## config.mk

```make
export PLATFORM = sky130hd
export DESIGN_NAME = pata_cell
export DESIGN_NICKNAME = d
export VERILOG_FILES = /design/src/hw/rtl/pata_pkg.sv /design/src/hw/rtl/pata_cell.sv
export SDC_FILE = /design/constraint.sdc
export NUM_CORES = 1
export LEC_CHECK = 0
export BUFFER_PORTS_ARGS = -buffer_cell sky130_fd_sc_hd__buf_2
export CORE_AREA = 2 2 262 264
export DETAILED_ROUTE_END_ITERATION = 6
export DIE_AREA = 0 0 264 266
export PLACE_DENSITY = 0.43
export SYNTH_ARGS = -nofsm -noshare
export SYNTH_HDL_FRONTEND = slang
export SYNTH_SLANG_ARGS = --single-unit
export TNS_END_PERCENT = 1
```

## constraint.sdc

```tcl
create_clock -name clock -period 9.15 [get_ports clock]
set_clock_uncertainty 0.2 [all_clocks]
set_input_delay 0.4575 -clock clock [delete_from_list [all_inputs] [get_ports clock]]
set_output_delay 0.4575 -clock clock [all_outputs]
set_load 0.02 [all_outputs]
```

## src/hw/rtl/pata_pkg.sv

```systemverilog
package pata_pkg;

   localparam int DEFAULT_ENTRIES = 16;

   localparam int TIME_W   = 32;
   localparam int ID_W     = 16;
   localparam int AMOUNT_W = 32;
   localparam int TOTAL_W  = 40;
   localparam int STATUS_W = 3;
   localparam int COUNT_W  = 5;
   localparam int CSR_DATA_W = 32;
   localparam int CSR_ADDR_W = 3;

   localparam logic [TIME_W-1:0] REMEMBER_RESET = 32'd60000;

   localparam logic [TOTAL_W-1:0] TOTAL_MAX = {1'b0, {(TOTAL_W-1){1'b1}}};
   localparam logic [TOTAL_W-1:0] TOTAL_MIN = {1'b1, {(TOTAL_W-1){1'b0}}};

   localparam logic KIND_REGISTER = 1'b0;
   localparam logic KIND_FIND     = 1'b1;

   localparam logic REG_REMEMBER_TIME = 1'b0;

   localparam logic [STATUS_W-1:0] STATUS_UPDATED   = 3'd0;
   localparam logic [STATUS_W-1:0] STATUS_INSERTED  = 3'd1;
   localparam logic [STATUS_W-1:0] STATUS_DROPPED   = 3'd2;
   localparam logic [STATUS_W-1:0] STATUS_FIND_HIT  = 3'd3;
   localparam logic [STATUS_W-1:0] STATUS_FIND_MISS = 3'd4;

   typedef struct packed {
      logic [ID_W-1:0]    source;
      logic [ID_W-1:0]    target;
      logic [TOTAL_W-1:0] total;
      logic [TIME_W-1:0]  last_time;
   } entry_type;

   typedef struct packed {
      logic mark;
      logic shift;
      logic update;
      logic insert;
      logic find;
   } cell_ctrl_type;

   typedef enum logic [1:0] {
      ST_IDLE,
      ST_MARK,
      ST_COMPACT,
      ST_LOOKUP
   } state_type;

endpackage

```

## src/hw/rtl/pata_cell.sv

```systemverilog
module pata_cell import pata_pkg::*; #(
   parameter int INDEX = 0,
   parameter int CW    = 5
) (
   input  logic              clock,
   input  logic              reset,
   input  cell_ctrl_type     ctrl,
   input  logic [TIME_W-1:0] now_time,
   input  logic [TIME_W-1:0] remember_time,
   input  logic [ID_W-1:0]   key_source,
   input  logic [ID_W-1:0]   key_target,
   input  logic [TOTAL_W-1:0] upd_total,
   input  entry_type         new_entry,
   input  logic              next_valid,
   input  entry_type         next_entry,
   output logic              own_valid,
   output entry_type         own_entry,
   input  logic              free_in,
   output logic              free_out,
   input  logic [CW-1:0]     idx_in,
   output logic [CW-1:0]     idx_out,
   input  logic              hit_in,
   output logic              hit_out,
   input  entry_type         sel_in,
   output entry_type         sel_out,
   output logic              need_shift
);

   logic              valid_ff;
   logic              valid_in;
   entry_type         entry_ff;
   entry_type         entry_in;
   logic              match;
   logic              expired;
   logic [TIME_W-1:0] age;

   always_comb begin
      age        = now_time - entry_ff.last_time;
      expired    = age > remember_time;
      match      = valid_ff && (entry_ff.source == key_source) &&
                   (ctrl.find || (entry_ff.target == key_target));
      free_out   = free_in | ~valid_ff;
      idx_out    = free_in ? idx_in : (valid_ff ? CW'(INDEX + 1) : CW'(INDEX));
      hit_out    = hit_in | match;
      sel_out    = (match && !hit_in) ? entry_ff : sel_in;
      need_shift = valid_ff & free_in;
      own_valid  = valid_ff;
      own_entry  = entry_ff;
   end

   always_comb begin
      valid_in = valid_ff;
      entry_in = entry_ff;
      if (ctrl.mark) begin
         valid_in = valid_ff & ~expired;
      end else if (ctrl.shift && free_out) begin
         valid_in = next_valid;
         entry_in = next_entry;
      end else if (ctrl.update && match && !hit_in) begin
         entry_in.total     = upd_total;
         entry_in.last_time = now_time;
      end else if (ctrl.insert && !valid_ff && !free_in) begin
         valid_in = 1'b1;
         entry_in = new_entry;
      end
   end

   always_ff @(posedge clock) begin
      if (reset) begin
         valid_ff <= 1'b0;
      end else begin
         valid_ff <= valid_in;
      end
   end

   always_ff @(posedge clock) begin
      entry_ff <= entry_in;
   end

endmodule

```

# Word-level counts from Yosys, hierarchy flattened
# Cells that the tools add are included.
[op_classes]
n_addsub = 1
order_cmp = 1
eq_ne = 4
muxes = 11
bitwise = 7
reduce_logical = 18
[ops]
columns = ["operator", "n"]
rows = [
  ["104-bit 2-to-1 mux", 3],
  ["72-bit 2-to-1 mux", 1],
  ["16-bit == test", 2],
  ["32-bit > comparator", 1],
  ["32-bit 2-to-1 mux", 1],
  ["32-bit subtractor", 1],
  ["1-bit logical AND", 8],
  ["3-bit nonzero test", 2],
  ["1-bit 2-to-1 mux", 5],
  ["5-bit 2-to-1 mux", 1],
  ["2-bit AND reduction", 2],
  ["1-bit logical NOT", 3],
  ["3-bit != test, second input constant", 1],
  ["1-bit NOT", 3],
  ["3-bit AND reduction", 1],
  ["1-bit bitwise AND", 2],
  ["2-bit != test, second input constant", 1],
  ["1-bit bitwise OR", 2],
  ["2-bit nonzero test", 1],
  ["1-bit logical OR", 1],
]
[word_totals]
reg_bits = 105
in_bits = 463
wordCells = 47

# Longest topological paths before layout
# Gate-level depths: netlist (run 1).
[depth]
depth_word = 8
ltp_mapped = 19

# Least setup slack after synthesis (run 1)
# Ideal clock, no wire load.
[synth_path]
kind = "reg-to-reg"
from = "register entry_ff (netlist bit own_entry[81])"
to = "register entry_ff (netlist bit own_entry[0]) (enable)"
t_arrival_ps = 5306
required_time_ps = 8423
setup_slack_ps = 3118
path_stages_with_launch = 8
path_cell_list = "edfxtp_1 > xor2_1 > nor4_1 > a41oi_1 > nor4_2 > nand2_1 > buf_2 > a21oi_1"
[synth_between]
elab_chain_cells = 7
[synth_rtl]
columns = ["element", "line", "source"]
rows = [
  ["from (decl)", "pata_cell.sv:31", "entry_type entry_ff;"],
  ["from (signal assigned)", "pata_cell.sv:77", "entry_ff <= entry_in;"],
  ["16-bit == test", "pata_cell.sv:41", "(ctrl.find || (entry_ff.target == key_target));"],
  ["1-bit logical OR", "pata_cell.sv:41", ""],
  ["1-bit logical AND", "pata_cell.sv:40", "match = valid_ff && (entry_ff.source == key_source) &&"],
  ["1-bit logical AND (2 in a row)", "pata_cell.sv:59", "end else if (ctrl.update && match && !hit_in) begin"],
  ["3-bit nonzero test (no line)", "-", ""],
  ["2-bit AND reduction (no line)", "-", ""],
]
# No other way between the ends.
# A chain may end at the register's enable or synchronous reset.

# Worst setup path after layout (run 1)
[layout_path]
from = "register entry_ff (netlist bit own_entry[0])"
to = "register valid_ff, in the netlist own_valid"
[layout_between]
elab_chain_cells = 5
[layout_rtl]
columns = ["element", "line", "source"]
rows = [
  ["32-bit subtractor", "pata_cell.sv:38", "age = now_time - entry_ff.last_time;"],
  ["32-bit > comparator", "pata_cell.sv:39", "expired = age > remember_time;"],
  ["1-bit NOT", "pata_cell.sv:55", "valid_in = valid_ff & ~expired;"],
  ["1-bit bitwise AND", "pata_cell.sv:55", ""],
  ["1-bit 2-to-1 mux", "pata_cell.sv:54", "if (ctrl.mark) begin"],
  ["to (signal assigned)", "pata_cell.sv:72", "valid_ff <= valid_in;"],
  ["to (decl)", "pata_cell.sv:29", "logic valid_ff;"],
]
# No other way between the ends.

==> impl_metrics.csv, run 1 <==
group,metric,value,unit
outcome,status,"completed",
cts,cts_resized,0,
grt,grt_util_met1,15.4,%
logic_synthesis,ys_seq_area_share,34.2,%
timing,finalSetupTns,0,ns
worst_setup_path,worstSetupPathType,"reg2reg",
logic_synthesis,async_reset_ff_share,0,%
logic_synthesis,synthCells,928,
logic_synthesis,syn_area,0.00920,mm²
logic_synthesis,ys_seq_elements,105,
grt,grt_first_pass_wirelength,62600,µm
placed_design,pre_cts_slack,3.90,ns
grt,grtUsageTotal,12.1,%
detailed_routing,vias,9820,
logic_synthesis,synth-edff-count,104,
cells_and_area,drive_above_1_share,53.7,%
cts,clockBufferDepth,2,
grt,overflow,0,
timing,max_freq,0.197,GHz
floorplanning,fp-row-count,96,
floorplanning,io_pins,680,
worst_hold_path,worst_hold_path_type,"in2reg",
timing,setup_violations,0,
flow_run,drv_cap,0,
cts,clk_pin_slew,0.09,ns
logic_synthesis,synthFlopType,"edfxtp_1",
timing,min_period,5.06,ns
timing,rsz0062_at_grt,"no",
worst_setup_path,worstSetupStartpointType,"flip-flop",
detailed_routing,drc,0,
grt,grt_max_degree,106,
cts,numCtsBuffers,9,
detailed_routing,ant_nets,0,
placed_design,gp_congestion,0.915,
cts,cts_num_sinks,105,
floorplanning,start_util,13.6,%
power_and_ir_drop,p_per_area,123,mW/mm²
detailed_routing,totalWireLength,45100,µm
logic_synthesis,syn-num-nets,1455,
cells_and_area,layout.nets,2107,
logic_synthesis,syn_avg_cell_area,9.91,µm²
power_and_ir_drop,p_leak,0.00687,µW
worst_setup_path,endpoint_kind,"flip-flop",
timing,timing.final.hold_violations,0,
floorplanning,die_x,264,µm
grt,antenna_found_initial,10,
worst_setup_path,critPathRequiredTime,9.25,ns
worst_setup_path,cp_max_fo,3,
cts,clkLatencyLatePin,0.39,ns
grt,grt_pass1_vias,9766,
timing,relSlewSlack,26.9,%
floorplanning,die_area,0.0702,mm²
placed_design,io_buffers,679,
grt,met3_usage,3.11,%
worst_setup_path,cp.arrival,5.16,ns
cells_and_area,final_cell_mix,"679 x buf_2, 136 x mux2_2, 104 x edfxtp_1, 92 x nand2_1, 71 x mux2i_1",
cts,root_buffer,"clkbuf_16",
timing,tightest_slew,1.10,ns
cts,htreeDepth,3,
cts,cts_tree,"done",
logic_synthesis,ys_warn_count,0,
timing,setup_slack,4.09,ns
timing,slew_viol_final,0,
placed_design,hpwlAfterDp,38000,µm
grt,grt-busiest-layer,"met2",
detailed_routing,dr.pass1.iters,7,
detailed_routing,viasPerCell,3.98,
power_and_ir_drop,ir_drop,0.0754,mV
detailed_routing,drt_iter0_markers,477,
logic_synthesis,yosysUniqueCellTypes,56,
cts,cts_setup_buffers,0,
floorplanning,coreArea,0.0677,mm²
cts,cts_hold_buf,0,
floorplanning,dieHeight,266,µm
detailed_routing,wire_per_inst,18.3,µm
cells_and_area,final_common_cell,"buf_2",
grt,grt_use_met2,19.7,%
timing,period_share,55.3,%
cells_and_area,area_growth_syn_to_layout,51.1,%
stage by stage:
stage	total power [µW]	area [µm²]	util, %	std cells	hold WS (ns)
2_1_floorplan	1020	9200	-	928	0.445
3_3_place_gp	1310	13600	20.1	2451	0.539
3_5_place_dp	1310	13600	20.1	2451	0.540
4_1_cts	1750	13900	20.5	2467	0.0953
5_1_grt	1830	13900	20.5	2469	0.125
6_report	1710	13900	20.5	2469	0.142
per-layer routing:
metal  part of all wire [%]  wire length [µm]
met1                     43             19600
met2                     46             20800
met3                    7.4              3360
met4                    2.9              1330
met5                  0.069                31
critical path, cell delays in order, from the launching register on:
cell	delay [ns]
edfxtp_1	0.42
ha_1	0.16
inv_1	0.06
fa_1	0.42
a21o_1	0.20
a221oi_2	0.42
o21ai_0	0.23
o21ai_1	0.36
nor2_1	0.13
o311ai_1	0.33
a32oi_1	0.16
xor2_1	0.17
ha_1	0.28
nand4_1	0.08
or2_2	0.31
nor4_1	0.46
nand2_1	0.14
o31a_1	0.32
o32ai_1	0.11
cell usage after synthesis, types with 2 or more instances:
library cell / number / area (µm²)
mux2_2: 136 / 1530
edfxtp_1: 104 / 3120
nand2_1: 93 / 349
mux2i_1: 71 / 711
inv_1: 68 / 255
ha_1: 63 / 788
o21ai_1: 62 / 310
a21oi_1: 41 / 205
xor2_1: 41 / 359
o21ai_0: 36 / 180
nor2_1: 25 / 93.8
buf_2: 20 / 100
clkbuf_1: 19 / 71.3
xnor2_1: 18 / 158
a21o_1: 15 / 113
nand4_1: 10 / 62.6
and2_1: 9 / 56.3
nand3_1: 8 / 40.0
nor4_1: 8 / 50.1
nor2b_1: 7 / 43.8
and3_1: 6 / 37.5
o211ai_1: 6 / 45.0
buf_1: 5 / 18.8
o21a_1: 5 / 37.5
a2111oi_0: 4 / 35.0
a31oi_1: 4 / 25.0
nor3_1: 4 / 20.0
a211oi_1: 3 / 22.5
a31o_2: 3 / 26.3
o31a_1: 3 / 26.3
nand3b_1: 2 / 15.0
o21bai_1: 2 / 15.0
o31ai_1: 2 / 15.0
or2_2: 2 / 12.5
or4b_1: 2 / 20.0
kinds of logic after synthesis:
family	count (synthesis)	share of synthesized area (%)
flops	105	34.2
compound gates	202	13.2
simple gates	179	8.99
buf+inv	112	4.84
fa+ha+maj	64	8.79
xor+xnor	59	5.62
mux	207	24.4
registers in the layout (all words and copies together) (netlist names):
| name | count |
|---|---|
| own_entry | 104 |
| own_valid | 1 |
where the power goes:
| part | internal [µW] | leakage (µW) | total, µW | switching, µW |
|---|---|---|---|---|
| Sequential | 585 | 0.000995 | 624 | 39.1 |
| Clock | 193 | 0.000142 | 416 | 223 |
| Combinational | 284 | 0.00574 | 672 | 388 |
final timing paths:
kind	slack (ns)	to	cells after the start	from
min	0.14	own_entry[2]	3	next_entry[2]
max	4.09	own_valid	18	own_entry[0]
min reg2reg	1.01	own_valid	6	own_entry[31]
max reg2reg	4.09	own_valid	18	own_entry[0]
layout make-up:
| class | count | area, µm² |
|---|---|---|
| Multi-Input combinational cell | 711 | 5650 |
| Timing Repair Buffer | 685 | 3460 |
| Clock buffer | 10 | 229 |
| Tap cell | 882 | 1100 |
| Inverter | 68 | 255 |
| Sequential cell | 105 | 3140 |
| Clock inverter | 6 | 62.6 |
| Fill cell | 7598 | 53800 |
| Antenna cell | 2 | 5.00 |
Note: power is estimated with default switching activity, not from simulation.
==> run 2, diff against run 1 <==
--- a/config.mk
+++ b/config.mk
@@ -6,9 +6,9 @@
 export NUM_CORES = 1
 export LEC_CHECK = 0
 export BUFFER_PORTS_ARGS = -buffer_cell sky130_fd_sc_hd__buf_2
-export CORE_AREA = 2 2 262 264
+export CORE_AREA = 2 2 268 270
 export DETAILED_ROUTE_END_ITERATION = 6
-export DIE_AREA = 0 0 264 266
+export DIE_AREA = 0 0 270 272
 export PLACE_DENSITY = 0.43
 export SYNTH_ARGS = -nofsm -noshare
 export SYNTH_HDL_FRONTEND = slang
==> constraint.sdc (replaced) <==
create_clock -name clock -period 4.5 [get_ports clock]
set_clock_uncertainty 0.2 [all_clocks]
set_input_delay 0.225 -clock clock [delete_from_list [all_inputs] [get_ports clock]]
set_output_delay 0.225 -clock clock [all_outputs]
set_load 0.02 [all_outputs]
==> impl_metrics.csv, run 2 (synthesis results as in run 1) <==
group,metric,value,unit
outcome,status,"completed",
worst_setup_path,reg2reg_slack,0.13,ns
cells_and_area,final_common_cell,"buf_2",
cells_and_area,drive_above_1_share,49.9,%
cells_and_area,num-fill-cells,7776,
cells_and_area,layout.nets,2327,
worst_setup_path,cp.arrival,4.47,ns
cts,cts_tree,"done",
cts,root_buffer,"clkbuf_16",
worst_hold_path,hold_path_end,"own_entry[71]",
worst_setup_path,r2r_start,"own_entry[0]",
placed_design,hpwlAfterDp,38100,µm
power_and_ir_drop,p_per_area,232,mW/mm²
placed_design,placed_cell_area,0.0140,mm²
grt,grt_first_pass_wirelength,66300,µm
floorplanning,io_pins,680,
cts,cts_num_sinks,105,
cells_and_area,largest_register_ffs,104,
grt,overflow,0,
cts,htreeDepth,3,
cells_and_area,area_growth_syn_to_layout,76.5,%
flow_run,drv_cap,0,
timing,relSlewSlack,28.1,%
worst_setup_path,rr_endpoint,"own_valid",
placed_design,io_buffers,679,
floorplanning,dieHeight,272,µm
detailed_routing,drc,0,
grt,grt_max_degree,105,
floorplanning,die_area,0.0734,mm²
detailed_routing,viasPerCell,3.88,
detailed_routing,dr.pass1.iters,5,
timing,setup_slack,0.131,ns
worst_setup_path,worstSetupStartpointType,"flip-flop",
placed_design,post-place-cells,2554,
timing,timing.final.hold_violations,0,
cells_and_area,layoutNonFillerInstCount,2758,
cts,numCtsBuffers,9,
worst_hold_path,hp-start,"upd_total[39]",
timing,min_period,4.37,ns
placed_design,gp_congestion,0.955,
cts,clkLatencyLatePin,0.40,ns
detailed_routing,totalWireLength,46700,µm
grt,grt_pass1_vias,11000,
worst_setup_path,reg2reg_depth,19,
worst_hold_path,worst_hold_path_type,"in2reg",
timing,period_share,97.1,%
power_and_ir_drop,ir_drop,0.138,mV
detailed_routing,wire_per_inst,16.9,µm
timing,max_freq,0.229,GHz
grt,antenna_found_initial,3,
detailed_routing,drt_iter0_markers,492,
power_and_ir_drop,power.total,3770,µW
worst_setup_path,endpoint_kind,"flip-flop",
worst_hold_path,whs_path_depth,3,
timing,slew_viol_final,0,
timing,rsz0062_at_grt,"no",
timing,hold_slack,0.0254,ns
floorplanning,fp-row-count,98,
timing,setup_violations,0,
floorplanning,coreArea,0.0708,mm²
timing,tightest_slew,1.08,ns
floorplanning,die_x,270,µm
cts,clk_pin_slew,0.09,ns
detailed_routing,vias,10700,
grt,grtUsageTotal,12.0,%
cells_and_area,final_cell_mix,"679 x buf_2, 181 x dlygate4sd3_1, 136 x mux2_2, 104 x edfxtp_1, 92 x nand2_1",
placed_design,pre_cts_slack,-0.317,ns
cts,clockBufferDepth,2,
worst_setup_path,critPathRequiredTime,4.60,ns
floorplanning,start_util,13.0,%
cells_and_area,fin_area,0.0162,mm²
detailed_routing,ant_nets,0,
worst_setup_path,worstSetupPathType,"reg2reg",
worst_setup_path,cp_max_fo,2,
power_and_ir_drop,p_leak,0.00784,µW
-- run 2: changes by cell type in the layout (fill, tap and decap cells not counted), moves of 2 or more --
cell / delta
buf_12: +3
buf_4: +36
dlygate4sd3_1: +181
o21ai_2: +2
-- run 2: layout make-up --
| cell class | instances | area [µm²] | share of cell area [%] |
|---|---|---|---|
| inverter | 68 | 255 | 1.57 |
| antenna | 3 | 7.51 | 0.0462 |
| timing repair buffer | 905 | 5600 | 34.5 |
| sequential | 105 | 3140 | 19.4 |
| clock inverter | 6 | 57.6 | 0.355 |
| tap | 950 | 1190 | 7.32 |
| clock buffer | 10 | 229 | 1.41 |
| multi-input combinational | 711 | 5760 | 35.5 |
-- run 2: power breakdown --
group	internal, µW	switching [µW]	leakage, µW	total, µW
Combinational	784	864	0.00671	1650
Clock	392	463	0.000142	855
Sequential	1190	73.0	0.000995	1260
-- run 2: how the worst max path moves through the flow --
| stage | from | slack [ns] | to | cells past startpoint |
|---|---|---|---|---|
| floorplan | own_entry[0] | 0.20 | own_valid | 17 |
| global placement | now_time[0] | -0.29 | own_valid | 21 |
| detailed placement | now_time[0] | -0.32 | own_valid | 21 |
| CTS | own_entry[0] | 0.002 | own_valid | 20 |
| global route | own_entry[0] | 0.004 | own_valid | 20 |
| finish | own_entry[0] | 0.13 | own_valid | 19 |
-- run 2: per-layer routing --
| metal | vias up | GRT usage [%] | routed length [µm] | part of all wire, % |
|---|---|---|---|---|
| met5 | - | 0 | 29 | 0.062 |
| met4 | 4 | 5.44 | 1880 | 4.0 |
| met3 | 63 | 3.19 | 3140 | 6.7 |
| met2 | 524 | 19.9 | 21800 | 47 |
| met1 | 4973 | 14.5 | 19900 | 43 |
| li1 | 5147 | - | - | - |
-- run 2: worst max-delay path: stages (launching register included) --
cell and delay (ns):
edfxtp_1 0.36, ha_1 0.15, inv_1 0.06, fa_2 0.35, a21o_1 0.21, a221oi_4 0.32, buf_4 0.18, o211a_4 0.18
o21ai_2 0.09, a31o_2 0.29, and3_1 0.20, o31a_1 0.24, ha_1 0.27, nand4_1 0.12, or2_4 0.28, nor4_2 0.13
buf_4 0.16, nand2_1 0.07, o31a_1 0.28, o32ai_2 0.14
-- run 2: timing repair --
item	in CTS	in global routing
pin swaps	5	6
hold endpoints to repair	101	0
setup endpoints to repair	1	2
buffers inserted	2	2
hold buffers	181	0
resized for setup	10	8
-- run 2: per-stage QoR --
step / util (%) / setup TNS, ns
global route: 22.9 / 0
CTS: 22.8 / 0
detailed placement: 19.8 / -0.317
finish: 22.9 / 0
floorplan: - / 0
global placement: 19.8 / -0.287
